**src/sv/md5h_pkg.sv**
```systemverilog
`timescale 1ns / 1ps
// ----------------------------------------------------------------------------
// md5h_pkg
// Shared types, constants and round functions of the md5 stream hasher.
// ----------------------------------------------------------------------------
package md5h_pkg;

	localparam logic [31:0] CHAIN_INIT_A = 32'h67452301;
	localparam logic [31:0] CHAIN_INIT_B = 32'hefcdab89;
	localparam logic [31:0] CHAIN_INIT_C = 32'h98badcfe;
	localparam logic [31:0] CHAIN_INIT_D = 32'h10325476;

	localparam logic [7:0] PAD_MARK_BYTE = 8'h80;
	localparam logic [5:0] FILL_LAST     = 6'd63;
	localparam logic [5:0] FILL_LEN_POS  = 6'd56;
	localparam logic [5:0] ROUND_LAST    = 6'd63;
	localparam logic [1:0] WORD_LAST     = 2'd3;

	localparam logic [31:0] SINE_TABLE [64] = '{
		32'hd76aa478, 32'he8c7b756, 32'h242070db, 32'hc1bdceee,
		32'hf57c0faf, 32'h4787c62a, 32'ha8304613, 32'hfd469501,
		32'h698098d8, 32'h8b44f7af, 32'hffff5bb1, 32'h895cd7be,
		32'h6b901122, 32'hfd987193, 32'ha679438e, 32'h49b40821,
		32'hf61e2562, 32'hc040b340, 32'h265e5a51, 32'he9b6c7aa,
		32'hd62f105d, 32'h02441453, 32'hd8a1e681, 32'he7d3fbc8,
		32'h21e1cde6, 32'hc33707d6, 32'hf4d50d87, 32'h455a14ed,
		32'ha9e3e905, 32'hfcefa3f8, 32'h676f02d9, 32'h8d2a4c8a,
		32'hfffa3942, 32'h8771f681, 32'h6d9d6122, 32'hfde5380c,
		32'ha4beea44, 32'h4bdecfa9, 32'hf6bb4b60, 32'hbebfbc70,
		32'h289b7ec6, 32'heaa127fa, 32'hd4ef3085, 32'h04881d05,
		32'hd9d4d039, 32'he6db99e5, 32'h1fa27cf8, 32'hc4ac5665,
		32'hf4292244, 32'h432aff97, 32'hab9423a7, 32'hfc93a039,
		32'h655b59c3, 32'h8f0ccc92, 32'hffeff47d, 32'h85845dd1,
		32'h6fa87e4f, 32'hfe2ce6e0, 32'ha3014314, 32'h4e0811a1,
		32'hf7537e82, 32'hbd3af235, 32'h2ad7d2bb, 32'heb86d391
	};

	localparam logic [4:0] ROT_TABLE [16] = '{
		5'd7, 5'd12, 5'd17, 5'd22, 5'd5, 5'd9, 5'd14, 5'd20,
		5'd4, 5'd11, 5'd16, 5'd23, 5'd6, 5'd10, 5'd15, 5'd21
	};

	typedef enum logic [2:0] {
		ST_IDLE,
		ST_LOAD,
		ST_ROUND,
		ST_FOLD,
		ST_MARK,
		ST_ZERO,
		ST_LENGTH,
		ST_EMIT
	} md5h_state_t;

	typedef enum logic [1:0] {
		PUSH_MSG,
		PUSH_MARK,
		PUSH_ZERO,
		PUSH_LEN
	} md5h_push_src_t;

	typedef struct packed {
		logic           push;
		md5h_push_src_t push_src;
		logic           len_add;
		logic           load;
		logic           round_en;
		logic [5:0]     round_idx;
		logic [5:0]     read_idx;
		logic           fold;
		logic           restart;
		logic [1:0]     word_sel;
	} md5h_cmd_t;

	typedef struct packed {
		logic fill_full;
		logic fill_at_len;
	} md5h_status_t;

	// message word used by a round
	function automatic logic [3:0] msg_index(input logic [5:0] rnd);
		logic [5:0] g;
		begin
			unique case (rnd[5:4])
				2'd0: g = rnd;
				2'd1: g = 6'((7'(rnd) * 7'd5) + 7'd1);
				2'd2: g = 6'((7'(rnd) * 7'd3) + 7'd5);
				default: g = 6'(9'(rnd) * 9'd7);
			endcase
			return g[3:0];
		end
	endfunction

	function automatic logic [31:0] round_f(input logic [1:0] grp, input logic [31:0] b,
		input logic [31:0] c, input logic [31:0] d);
		logic [31:0] f;
		begin
			unique case (grp)
				2'd0: f = (b & c) | (~b & d);
				2'd1: f = (d & b) | (~d & c);
				2'd2: f = b ^ c ^ d;
				default: f = c ^ (b | ~d);
			endcase
			return f;
		end
	endfunction

	function automatic logic [31:0] rotl(input logic [31:0] v, input logic [4:0] s);
		logic [63:0] dbl;
		begin
			dbl = {v, v} << s;
			return dbl[63:32];
		end
	endfunction

endpackage

```
**src/sv/md5h_msg_if.sv**
```systemverilog
`timescale 1ns / 1ps
// ----------------------------------------------------------------------------
// md5h_msg_if
// Message byte channel: one byte, its valid flag and the end mark per word.
// ----------------------------------------------------------------------------
interface md5h_msg_if;
	logic       valid;
	logic       ready;
	logic [7:0] data_byte;
	logic       byte_valid;
	logic       message_end;

	modport source(output valid, output data_byte, output byte_valid, output message_end,
		input ready);
	modport sink(input valid, input data_byte, input byte_valid, input message_end,
		output ready);
endinterface

```
**src/sv/md5h_digest_if.sv**
```systemverilog
`timescale 1ns / 1ps
// ----------------------------------------------------------------------------
// md5h_digest_if
// Digest channel: one chaining word of the final digest per word.
// ----------------------------------------------------------------------------
interface md5h_digest_if;
	logic        valid;
	logic        ready;
	logic [31:0] digest_word;
	logic [1:0]  word_index;
	logic        last_word;

	modport source(output valid, output digest_word, output word_index, output last_word,
		input ready);
	modport sink(input valid, input digest_word, input word_index, input last_word,
		output ready);
endinterface

```
**src/sv/md5h_ctrl.sv**
```systemverilog
`timescale 1ns / 1ps
// ----------------------------------------------------------------------------
// md5h_ctrl
// Sequencer: byte intake, round count, padding steps and digest readout.
// ----------------------------------------------------------------------------
module md5h_ctrl
	import md5h_pkg::*;
(
	input  logic         clk,
	input  logic         arst_n,
	input  logic         msg_valid,
	input  logic         msg_byte_valid,
	input  logic         msg_end,
	output logic         msg_ready,
	output logic         dig_valid,
	input  logic         dig_ready,
	input  md5h_status_t status,
	output md5h_cmd_t    cmd
);

	md5h_state_t state_q, state_d;
	md5h_state_t ret_q, ret_d;
	logic [5:0]  rnd_q, rnd_d;
	logic [1:0]  word_q, word_d;

	always_ff @(posedge clk or negedge arst_n) begin
		if (!arst_n) begin
			state_q <= ST_IDLE;
			ret_q   <= ST_IDLE;
			rnd_q   <= '0;
			word_q  <= '0;
		end else begin
			state_q <= state_d;
			ret_q   <= ret_d;
			rnd_q   <= rnd_d;
			word_q  <= word_d;
		end
	end

	always_comb begin
		state_d   = state_q;
		ret_d     = ret_q;
		rnd_d     = rnd_q;
		word_d    = word_q;
		cmd       = '0;
		msg_ready = 1'b0;
		dig_valid = 1'b0;
		unique case (state_q)
			ST_IDLE: begin
				msg_ready = 1'b1;
				if (msg_valid) begin
					if (msg_byte_valid) begin
						cmd.push     = 1'b1;
						cmd.push_src = PUSH_MSG;
						cmd.len_add  = 1'b1;
					end
					if (msg_byte_valid && status.fill_full) begin
						state_d = ST_LOAD;
						ret_d   = msg_end ? ST_MARK : ST_IDLE;
					end else if (msg_end) begin
						state_d = ST_MARK;
					end
				end
			end
			ST_LOAD: begin
				cmd.load     = 1'b1;
				cmd.read_idx = '0;
				rnd_d        = '0;
				state_d      = ST_ROUND;
			end
			ST_ROUND: begin
				cmd.round_en  = 1'b1;
				cmd.round_idx = rnd_q;
				cmd.read_idx  = rnd_q + 6'd1;
				rnd_d         = rnd_q + 6'd1;
				if (rnd_q == ROUND_LAST) begin
					state_d = ST_FOLD;
				end
			end
			ST_FOLD: begin
				cmd.fold = 1'b1;
				state_d  = ret_q;
			end
			ST_MARK: begin
				cmd.push     = 1'b1;
				cmd.push_src = PUSH_MARK;
				state_d      = ST_ZERO;
				if (status.fill_full) begin
					state_d = ST_LOAD;
					ret_d   = ST_ZERO;
				end
			end
			ST_ZERO: begin
				if (status.fill_at_len) begin
					state_d = ST_LENGTH;
				end else begin
					cmd.push     = 1'b1;
					cmd.push_src = PUSH_ZERO;
					if (status.fill_full) begin
						state_d = ST_LOAD;
						ret_d   = ST_ZERO;
					end
				end
			end
			ST_LENGTH: begin
				cmd.push     = 1'b1;
				cmd.push_src = PUSH_LEN;
				if (status.fill_full) begin
					state_d = ST_LOAD;
					ret_d   = ST_EMIT;
				end
			end
			ST_EMIT: begin
				dig_valid    = 1'b1;
				cmd.word_sel = word_q;
				if (dig_ready) begin
					word_d = word_q + 2'd1;
					if (word_q == WORD_LAST) begin
						cmd.restart = 1'b1;
						state_d     = ST_IDLE;
					end
				end
			end
			default: begin
				state_d = ST_IDLE;
			end
		endcase
	end

endmodule

```
**src/sv/md5h_datapath.sv**
```systemverilog
`timescale 1ns / 1ps
// ----------------------------------------------------------------------------
// md5h_datapath
// Block buffer, fill count, bit length, chaining words and the round unit.
// ----------------------------------------------------------------------------
module md5h_datapath
	import md5h_pkg::*;
(
	input  logic         clk,
	input  logic         arst_n,
	input  md5h_cmd_t    cmd,
	input  logic [7:0]   data_byte,
	output md5h_status_t status,
	output logic [31:0]  digest_word
);

	logic [3:0][7:0] buf_q [16];
	logic [31:0]     msg_word_q;
	logic [5:0]      fill_q;
	logic [63:0]     bit_len_q;
	logic [31:0]     chain_q [4];
	logic [31:0]     a_q, b_q, c_q, d_q;
	logic [7:0]      wr_byte;
	logic [31:0]     sum;
	logic [31:0]     f_val;
	logic [4:0]      shift;

	always_comb begin
		unique case (cmd.push_src)
			PUSH_MSG:  wr_byte = data_byte;
			PUSH_MARK: wr_byte = PAD_MARK_BYTE;
			PUSH_ZERO: wr_byte = '0;
			default:   wr_byte = bit_len_q[{fill_q[2:0], 3'b000} +: 8];
		endcase
	end

	assign status.fill_full   = (fill_q == FILL_LAST);
	assign status.fill_at_len = (fill_q == FILL_LEN_POS);

	// block buffer, byte lanes of little-endian message words
	always_ff @(posedge clk) begin
		if (cmd.push) begin
			buf_q[fill_q[5:2]][fill_q[1:0]] <= wr_byte;
		end
		msg_word_q <= buf_q[msg_index(cmd.read_idx)];
	end

	always_ff @(posedge clk or negedge arst_n) begin
		if (!arst_n) begin
			fill_q    <= '0;
			bit_len_q <= '0;
		end else if (cmd.restart) begin
			fill_q    <= '0;
			bit_len_q <= '0;
		end else begin
			if (cmd.push) begin
				fill_q <= fill_q + 6'd1;
			end
			if (cmd.len_add) begin
				bit_len_q <= bit_len_q + 64'd8;
			end
		end
	end

	assign f_val = round_f(cmd.round_idx[5:4], b_q, c_q, d_q);
	assign sum   = a_q + f_val + SINE_TABLE[cmd.round_idx] + msg_word_q;
	assign shift = ROT_TABLE[{cmd.round_idx[5:4], cmd.round_idx[1:0]}];

	always_ff @(posedge clk) begin
		if (cmd.load) begin
			a_q <= chain_q[0];
			b_q <= chain_q[1];
			c_q <= chain_q[2];
			d_q <= chain_q[3];
		end else if (cmd.round_en) begin
			a_q <= d_q;
			d_q <= c_q;
			c_q <= b_q;
			b_q <= b_q + rotl(sum, shift);
		end
	end

	always_ff @(posedge clk or negedge arst_n) begin
		if (!arst_n) begin
			chain_q[0] <= CHAIN_INIT_A;
			chain_q[1] <= CHAIN_INIT_B;
			chain_q[2] <= CHAIN_INIT_C;
			chain_q[3] <= CHAIN_INIT_D;
		end else if (cmd.restart) begin
			chain_q[0] <= CHAIN_INIT_A;
			chain_q[1] <= CHAIN_INIT_B;
			chain_q[2] <= CHAIN_INIT_C;
			chain_q[3] <= CHAIN_INIT_D;
		end else if (cmd.fold) begin
			chain_q[0] <= chain_q[0] + a_q;
			chain_q[1] <= chain_q[1] + b_q;
			chain_q[2] <= chain_q[2] + c_q;
			chain_q[3] <= chain_q[3] + d_q;
		end
	end

	assign digest_word = chain_q[cmd.word_sel];

endmodule

```
**src/sv/md5_stream_hasher_unit.sv**
```systemverilog
`timescale 1ns / 1ps
// ----------------------------------------------------------------------------
// md5_stream_hasher_unit
// MD5 digest over a byte stream, one round per clock on a shared round unit.
// ----------------------------------------------------------------------------
//
// channel  direction  payload
// msg      in         data_byte[7:0], byte_valid, message_end
// digest   out        digest_word[31:0], word_index[1:0], last_word
//
// a message byte is taken while msg ready is high; the 64th byte of a block is
// followed by a load, 64 rounds on the single round unit and a fold, and no
// further byte is taken until that block is through
// an end word adds the padding bytes (9 to 72), a pause at the length slot,
// and a load, 64 rounds and a fold for each block it completes, then four digest
// words, one per accepted word
// msg ready is high only while no byte, block, padding or digest is in progress
// a stalled digest word holds until taken; reset needs no clearing pass
//
module md5_stream_hasher_unit
	import md5h_pkg::*;
(
	input logic          clk,
	input logic          arst_n,
	md5h_msg_if.sink     msg,
	md5h_digest_if.source digest
);

	md5h_cmd_t    cmd;
	md5h_status_t status;
	logic [31:0]  chain_word;

	// sequencer: intake, rounds, padding and readout
	md5h_ctrl u_ctrl (
		.clk            (clk),
		.arst_n         (arst_n),
		.msg_valid      (msg.valid),
		.msg_byte_valid (msg.byte_valid),
		.msg_end        (msg.message_end),
		.msg_ready      (msg.ready),
		.dig_valid      (digest.valid),
		.dig_ready      (digest.ready),
		.status         (status),
		.cmd            (cmd)
	);

	// storage and arithmetic
	md5h_datapath u_dp (
		.clk         (clk),
		.arst_n      (arst_n),
		.cmd         (cmd),
		.data_byte   (msg.data_byte),
		.status      (status),
		.digest_word (chain_word)
	);

	// digest words come straight from the chaining registers
	assign digest.digest_word = chain_word;
	assign digest.word_index  = cmd.word_sel;
	assign digest.last_word   = (cmd.word_sel == WORD_LAST);

endmodule

```
**src/flat_wrapper.sv**
```systemverilog
// flat-port wrapper written by rule: the top's interface ports become plain ports
module md5_stream_hasher_unit_flat import md5h_pkg::*;
  (clk, arst_n, msg_valid, msg_data_byte, msg_byte_valid, msg_message_end, msg_ready, digest_valid, digest_digest_word, digest_word_index, digest_last_word, digest_ready);
  md5h_msg_if msg_i ();
  md5h_digest_if digest_i ();
  input logic clk;
  input logic arst_n;
  input wire logic [$bits(msg_i.valid)-1:0] msg_valid;
  input wire logic [$bits(msg_i.data_byte)-1:0] msg_data_byte;
  input wire logic [$bits(msg_i.byte_valid)-1:0] msg_byte_valid;
  input wire logic [$bits(msg_i.message_end)-1:0] msg_message_end;
  output wire logic [$bits(msg_i.ready)-1:0] msg_ready;
  output wire logic [$bits(digest_i.valid)-1:0] digest_valid;
  output wire logic [$bits(digest_i.digest_word)-1:0] digest_digest_word;
  output wire logic [$bits(digest_i.word_index)-1:0] digest_word_index;
  output wire logic [$bits(digest_i.last_word)-1:0] digest_last_word;
  input wire logic [$bits(digest_i.ready)-1:0] digest_ready;
  assign msg_i.valid = msg_valid;
  assign msg_i.data_byte = msg_data_byte;
  assign msg_i.byte_valid = msg_byte_valid;
  assign msg_i.message_end = msg_message_end;
  assign msg_ready = msg_i.ready;
  assign digest_valid = digest_i.valid;
  assign digest_digest_word = digest_i.digest_word;
  assign digest_word_index = digest_i.word_index;
  assign digest_last_word = digest_i.last_word;
  assign digest_i.ready = digest_ready;
  md5_stream_hasher_unit u_core (.clk(clk), .arst_n(arst_n), .msg(msg_i), .digest(digest_i));
endmodule
```
**config.mk**
```make
export PLATFORM = sky130hd
export DESIGN_NAME = md5_stream_hasher_unit_flat
export DESIGN_NICKNAME = d
export VERILOG_FILES = /design/src/sv/md5h_pkg.sv /design/src/sv/md5h_msg_if.sv /design/src/sv/md5h_digest_if.sv /design/src/sv/md5h_ctrl.sv /design/src/sv/md5h_datapath.sv /design/src/sv/md5_stream_hasher_unit.sv /design/src/flat_wrapper.sv
export SDC_FILE = /design/constraint.sdc
export NUM_CORES = 2
export LEC_CHECK = 0
export ABC_AREA = 1
export BUFFER_PORTS_ARGS = -buffer_cell sky130_fd_sc_hd__buf_2
export CAP_MARGIN = 0
export CELL_PAD_IN_SITES_DETAIL_PLACEMENT = 1
export CELL_PAD_IN_SITES_GLOBAL_PLACEMENT = 1
export CORE_ASPECT_RATIO = 1.1
export CORE_MARGIN = 3
export CORE_UTILIZATION = 25
export CTS_CLUSTER_DIAMETER = 80
export DETAILED_ROUTE_END_ITERATION = 16
export GPL_ROUTABILITY_DRIVEN = 0
export PLACE_DENSITY = 0.42
export SLEW_MARGIN = 10
export SYNTH_ARGS = -nofsm -noshare
export SYNTH_HDL_FRONTEND = slang
export SYNTH_SLANG_ARGS = --single-unit
```
**constraint.sdc**
```tcl
create_clock -name clk -period 9.16 [get_ports clk]
set_input_delay 1.832 -clock clk [delete_from_list [all_inputs] [get_ports clk]]
set_output_delay 1.832 -clock clk [all_outputs]
set_load 0.01 [all_outputs]
```
==> flow_summary.ini <==
[sta]
timing.fmax_ghz = 0.117
setup_violations = 0
skew_ns = 0.0400
slew_viol_final = 0
tightest_slew_ns = 1.10
min_period_over_period_pct = 93.0
slew_headroom_pct = 26.7
fin_tns_setup_ns = 0
hold_violations = 0
rsz0062_at_grt = no
layout_min_cycle_time_ns = 8.52

[placement]
place_area_sq_um = 59700
numPortBuffers = 50
placedCellCount = 9303
hpwl_mm = 186

[global_route]
grt_pass1_wl_mm = 367
overflow = 0
first_global_vias = 50340
grt_antenna_before_repair = 15
grt_use_total_pct = 22.1
grt_max_degree = 181

[critical_path]
r2r_cells = 42
arrival_ns = 9.02
cp_data_required_time_ns = 9.66
startpoint_type = flop
cp_max_fo = 10
crit_top_cell = nand3_1
r2r_start = u_core.u_ctrl.state_q[0]
r2r-end = u_core.u_dp.b_q[26]
crit_type = flop to flop
slowest_stage = fa_1
end_kind = flop
max_stage_delay_ns = 0.60
reg2reg_slack_ns = 0.64

[cts]
clock_path_buffers = 3
cts_tree = done
insertion_delay_ns = 0.77
root_buffer = clkbuf_16
clock_sinks = 881
h-tree-depth = 3
cts_buffers = 117
clk_pin_slew_ns = 0.06

[hold_path]
hold_class = flop to flop
min_from = u_core.u_dp.bit_len_q[44]
hold-path-cell-count = 1
holdPathEnd = u_core.u_dp.bit_len_q[44]

[pwr]
netSwitchingPower_mw = 2.05
swShare_pct = 22.5
p_seq_share_pct = 47.1
p_per_area_nw_per_um2 = 143
fin_total_pwr_mw = 9.09
p_comb_share_pct = 0.9
power.leakage_nw = 25.0
intPower_mw = 7.04
ir_drop_uv = 138
pwr-share-clk_pct = 52.1

[drt]
via_per_inst = 5.07
drtIter0Drc = 3281
drc = 0
firstDrtPassIters = 5
ant_nets = 0
totalWireLength_mm = 254
wire_per_inst_um = 26.7
via_count = 48280

[die]
die_x_um = 453
die_h_um = 498
fp-row-count = 179
dieArea_sq_um = 225000
placeableCoreArea_sq_um = 217000
io_pins = 51
start_util_pct = 25.3

[status]
outcome = complete, no violations

[finish]
fin_area_sq_um = 63700
final_util_pct = 29.3
fin_nets = 6829
area_delta_synth_final_pct = 16.1
finalNonFillerCells = 9528
drive_above_1_share_pct = 10.2

[logic_synthesis]
synth_edf_count = 640
syn_inst = 6408
synth_seq_cells = 881
ys_async_sr_fraction_pct = 23.7
synthFlopType = edfxtp_1
syn_nets = 6708
yosysSeqAreaShare_pct = 45.8
yosys.cell_types.count = 69
syn_area_per_cell_sq_um = 8.57
netlist_area_sq_um = 54900
yosys_warnings = 0

[run]
cap_viol_max_count = 0
[stage by stage]
step | setup WS, ns | hold slack, ns
after floorplan | 1.10 | 0.433
after global placement | -0.0614 | 0.456
after detailed placement | 0.158 | 0.459
after CTS | 0.109 | 0.467
after global routing | 0.0256 | 0.499
final | 0.642 | 0.470
[synth_stat cells, types with 7 or more instances]
master     count  share of area, %
buf_2         61              0.56
edfxtp_1     640                35
a22oi_1        9              0.12
nor4_1        22              0.25
dfstp_2       64               3.1
o22ai_1       35              0.40
dfxtp_1       32               1.2
o311ai_0      16              0.26
o21ai_0      679               6.2
a31oi_1       27              0.31
fa_1          69               2.5
nor3_1        88              0.80
xor2_1        84               1.3
or2_0         10              0.11
o31ai_1       13              0.18
a32o_1        12              0.22
clkbuf_1     191               1.3
nand2_1     1046               7.1
nor2_1       702               4.8
a221oi_1      16              0.26
a211oi_1      13              0.18
or2_2         43              0.49
nand3_1      418               3.8
inv_1        595               4.1
xnor2_1       92               1.5
o21a_1        32              0.44
nand3b_1      10              0.14
ha_1         217               4.9
o21ai_1       33              0.30
nand4_1       35              0.40
o211ai_1      59              0.81
a21boi_0      11              0.15
o21bai_1     105               1.4
buf_1         20              0.14
clkinv_1       8             0.055
dfrtp_1      145               6.6
and2_1         7             0.080
inv_2         20              0.14
a21o_1        13              0.18
o311ai_1      77               1.2
a2111oi_0     38              0.61
o221ai_1      43              0.69
a21oi_1      488               4.4
[metal layers]
metal  global-route usage (%)  part of all wire, %
met1                     29.0                   45
met2                     38.3                   49
met3                     2.34                  3.2
met4                     6.15                  3.0
met5                        0                0.018
[worst max-delay path by stage]
stage / from / slack [ns] / depth (start not counted) / endpoint
6_report: u_core.u_ctrl.state_q[0] / 0.64 / 42 / u_core.u_dp.b_q[26]
5_1_grt: u_core.u_ctrl.state_q[0] / 0.03 / 51 / u_core.u_dp.b_q[27]
4_1_cts: u_core.u_ctrl.state_q[0] / 0.11 / 39 / u_core.u_dp.b_q[26]
3_5_place_dp: u_core.u_ctrl.state_q[0] / 0.16 / 40 / u_core.u_dp.b_q[26]
3_3_place_gp: u_core.u_ctrl.state_q[0] / -0.06 / 39 / u_core.u_dp.b_q[26]
2_1_floorplan: u_core.u_ctrl.state_q[2] / 1.10 / 57 / u_core.u_dp.b_q[20]
[flip-flops by register name, indices dropped and copies added, names as in the netlist, 6 cells and up]
name	flops
u_core.u_dp.buf_q	512
u_core.u_dp.msg_word_q	32
u_core.u_ctrl.rnd_q	6
u_core.u_dp.fill_q	6
u_core.u_dp.bit_len_q	61
u_core.u_dp.a_q	32
u_core.u_dp.d_q	32
u_core.u_dp.b_q	32
u_core.u_dp.chain_q	128
u_core.u_dp.c_q	32
[layout make-up]
type	count	area, sq um
Tap cell	2896	3620
Fill cell	25398	154000
Inverter	623	2360
Multi-Input combinational cell	4623	26500
Sequential cell	881	25200
Timing Repair Buffer	283	2160
Antenna cell	3	7.51
Clock inverter	60	694
Clock buffer	159	3200
[critical path, delay by kind of cell, from the launching register on]
family                   cells  cell delay, ns
AND/OR/NAND/NOR             18            2.48
AO/OA/AOI/OAI               10            2.19
adder cells (fa/ha/maj)      4            1.61
buffers and inverters       10            1.53
flip-flops                   1            0.46
[what timing repair did]
action / 4_1_cts / 5_1_grt
gates resized for setup: 0 / 39
buffers inserted: 0 / 3
endpoints found under the setup margin: 0 / 25
hold buffers: 0 / 0
[power by group through the flow]
stage,clock [mW],combinational [mW],sequential (mW)
final,4.73,0.0780,4.28
after global routing,5.05,0.0877,4.27
after global placement,0,0.0834,4.36
after detailed placement,0,0.0839,4.36
after CTS,4.89,0.0838,4.28
after floorplan,0,0.0189,4.36
[logic make-up (layout without fill, tap and decap cells)]
kind of cell	Yosys count	in the layout	synth area share [%]
and+or+nand+nor	2417	2417	18.7
AOI/OAI and AO/OA	1743	1743	18.8
buffers and inverters	904	1125	6.40
DFF	881	881	45.8
adders and majority gates	286	286	7.46
xor gates and xnor gates	177	177	2.84
other	0	3	0
[cells in the final DEF (no fill, tap or decap), types with 14 or more instances in the layout]
master / Yosys / routed
o22ai_1: 35 / 35
buf_4: 6 / 221
ha_1: 217 / 217
nor3_1: 88 / 87
o21ai_1: 33 / 36
nand4_1: 35 / 35
o21ai_0: 679 / 674
o311ai_1: 77 / 77
a31oi_1: 27 / 27
xnor2_1: 92 / 92
clkinv_2: 0 / 19
nand3_1: 418 / 418
a221oi_1: 16 / 14
a21oi_1: 488 / 483
o221ai_1: 43 / 43
nor2_1: 702 / 688
inv_2: 20 / 25
inv_1: 595 / 585
a2111oi_0: 38 / 25
or2_2: 43 / 43
clkinv_1: 8 / 20
dfstp_2: 64 / 64
nor4_1: 22 / 21
buf_2: 61 / 49
xor2_1: 84 / 84
o211ai_1: 59 / 59
dfrtp_1: 145 / 145
o21bai_1: 105 / 105
fa_1: 69 / 69
clkbuf_1: 191 / 32
nand2_1: 1046 / 1044
edfxtp_1: 640 / 640
clkbuf_16: 0 / 118
o311ai_0: 16 / 16
o21a_1: 32 / 31
dfxtp_1: 32 / 32
No activity file was read; power rests on OpenSTA's default activity.
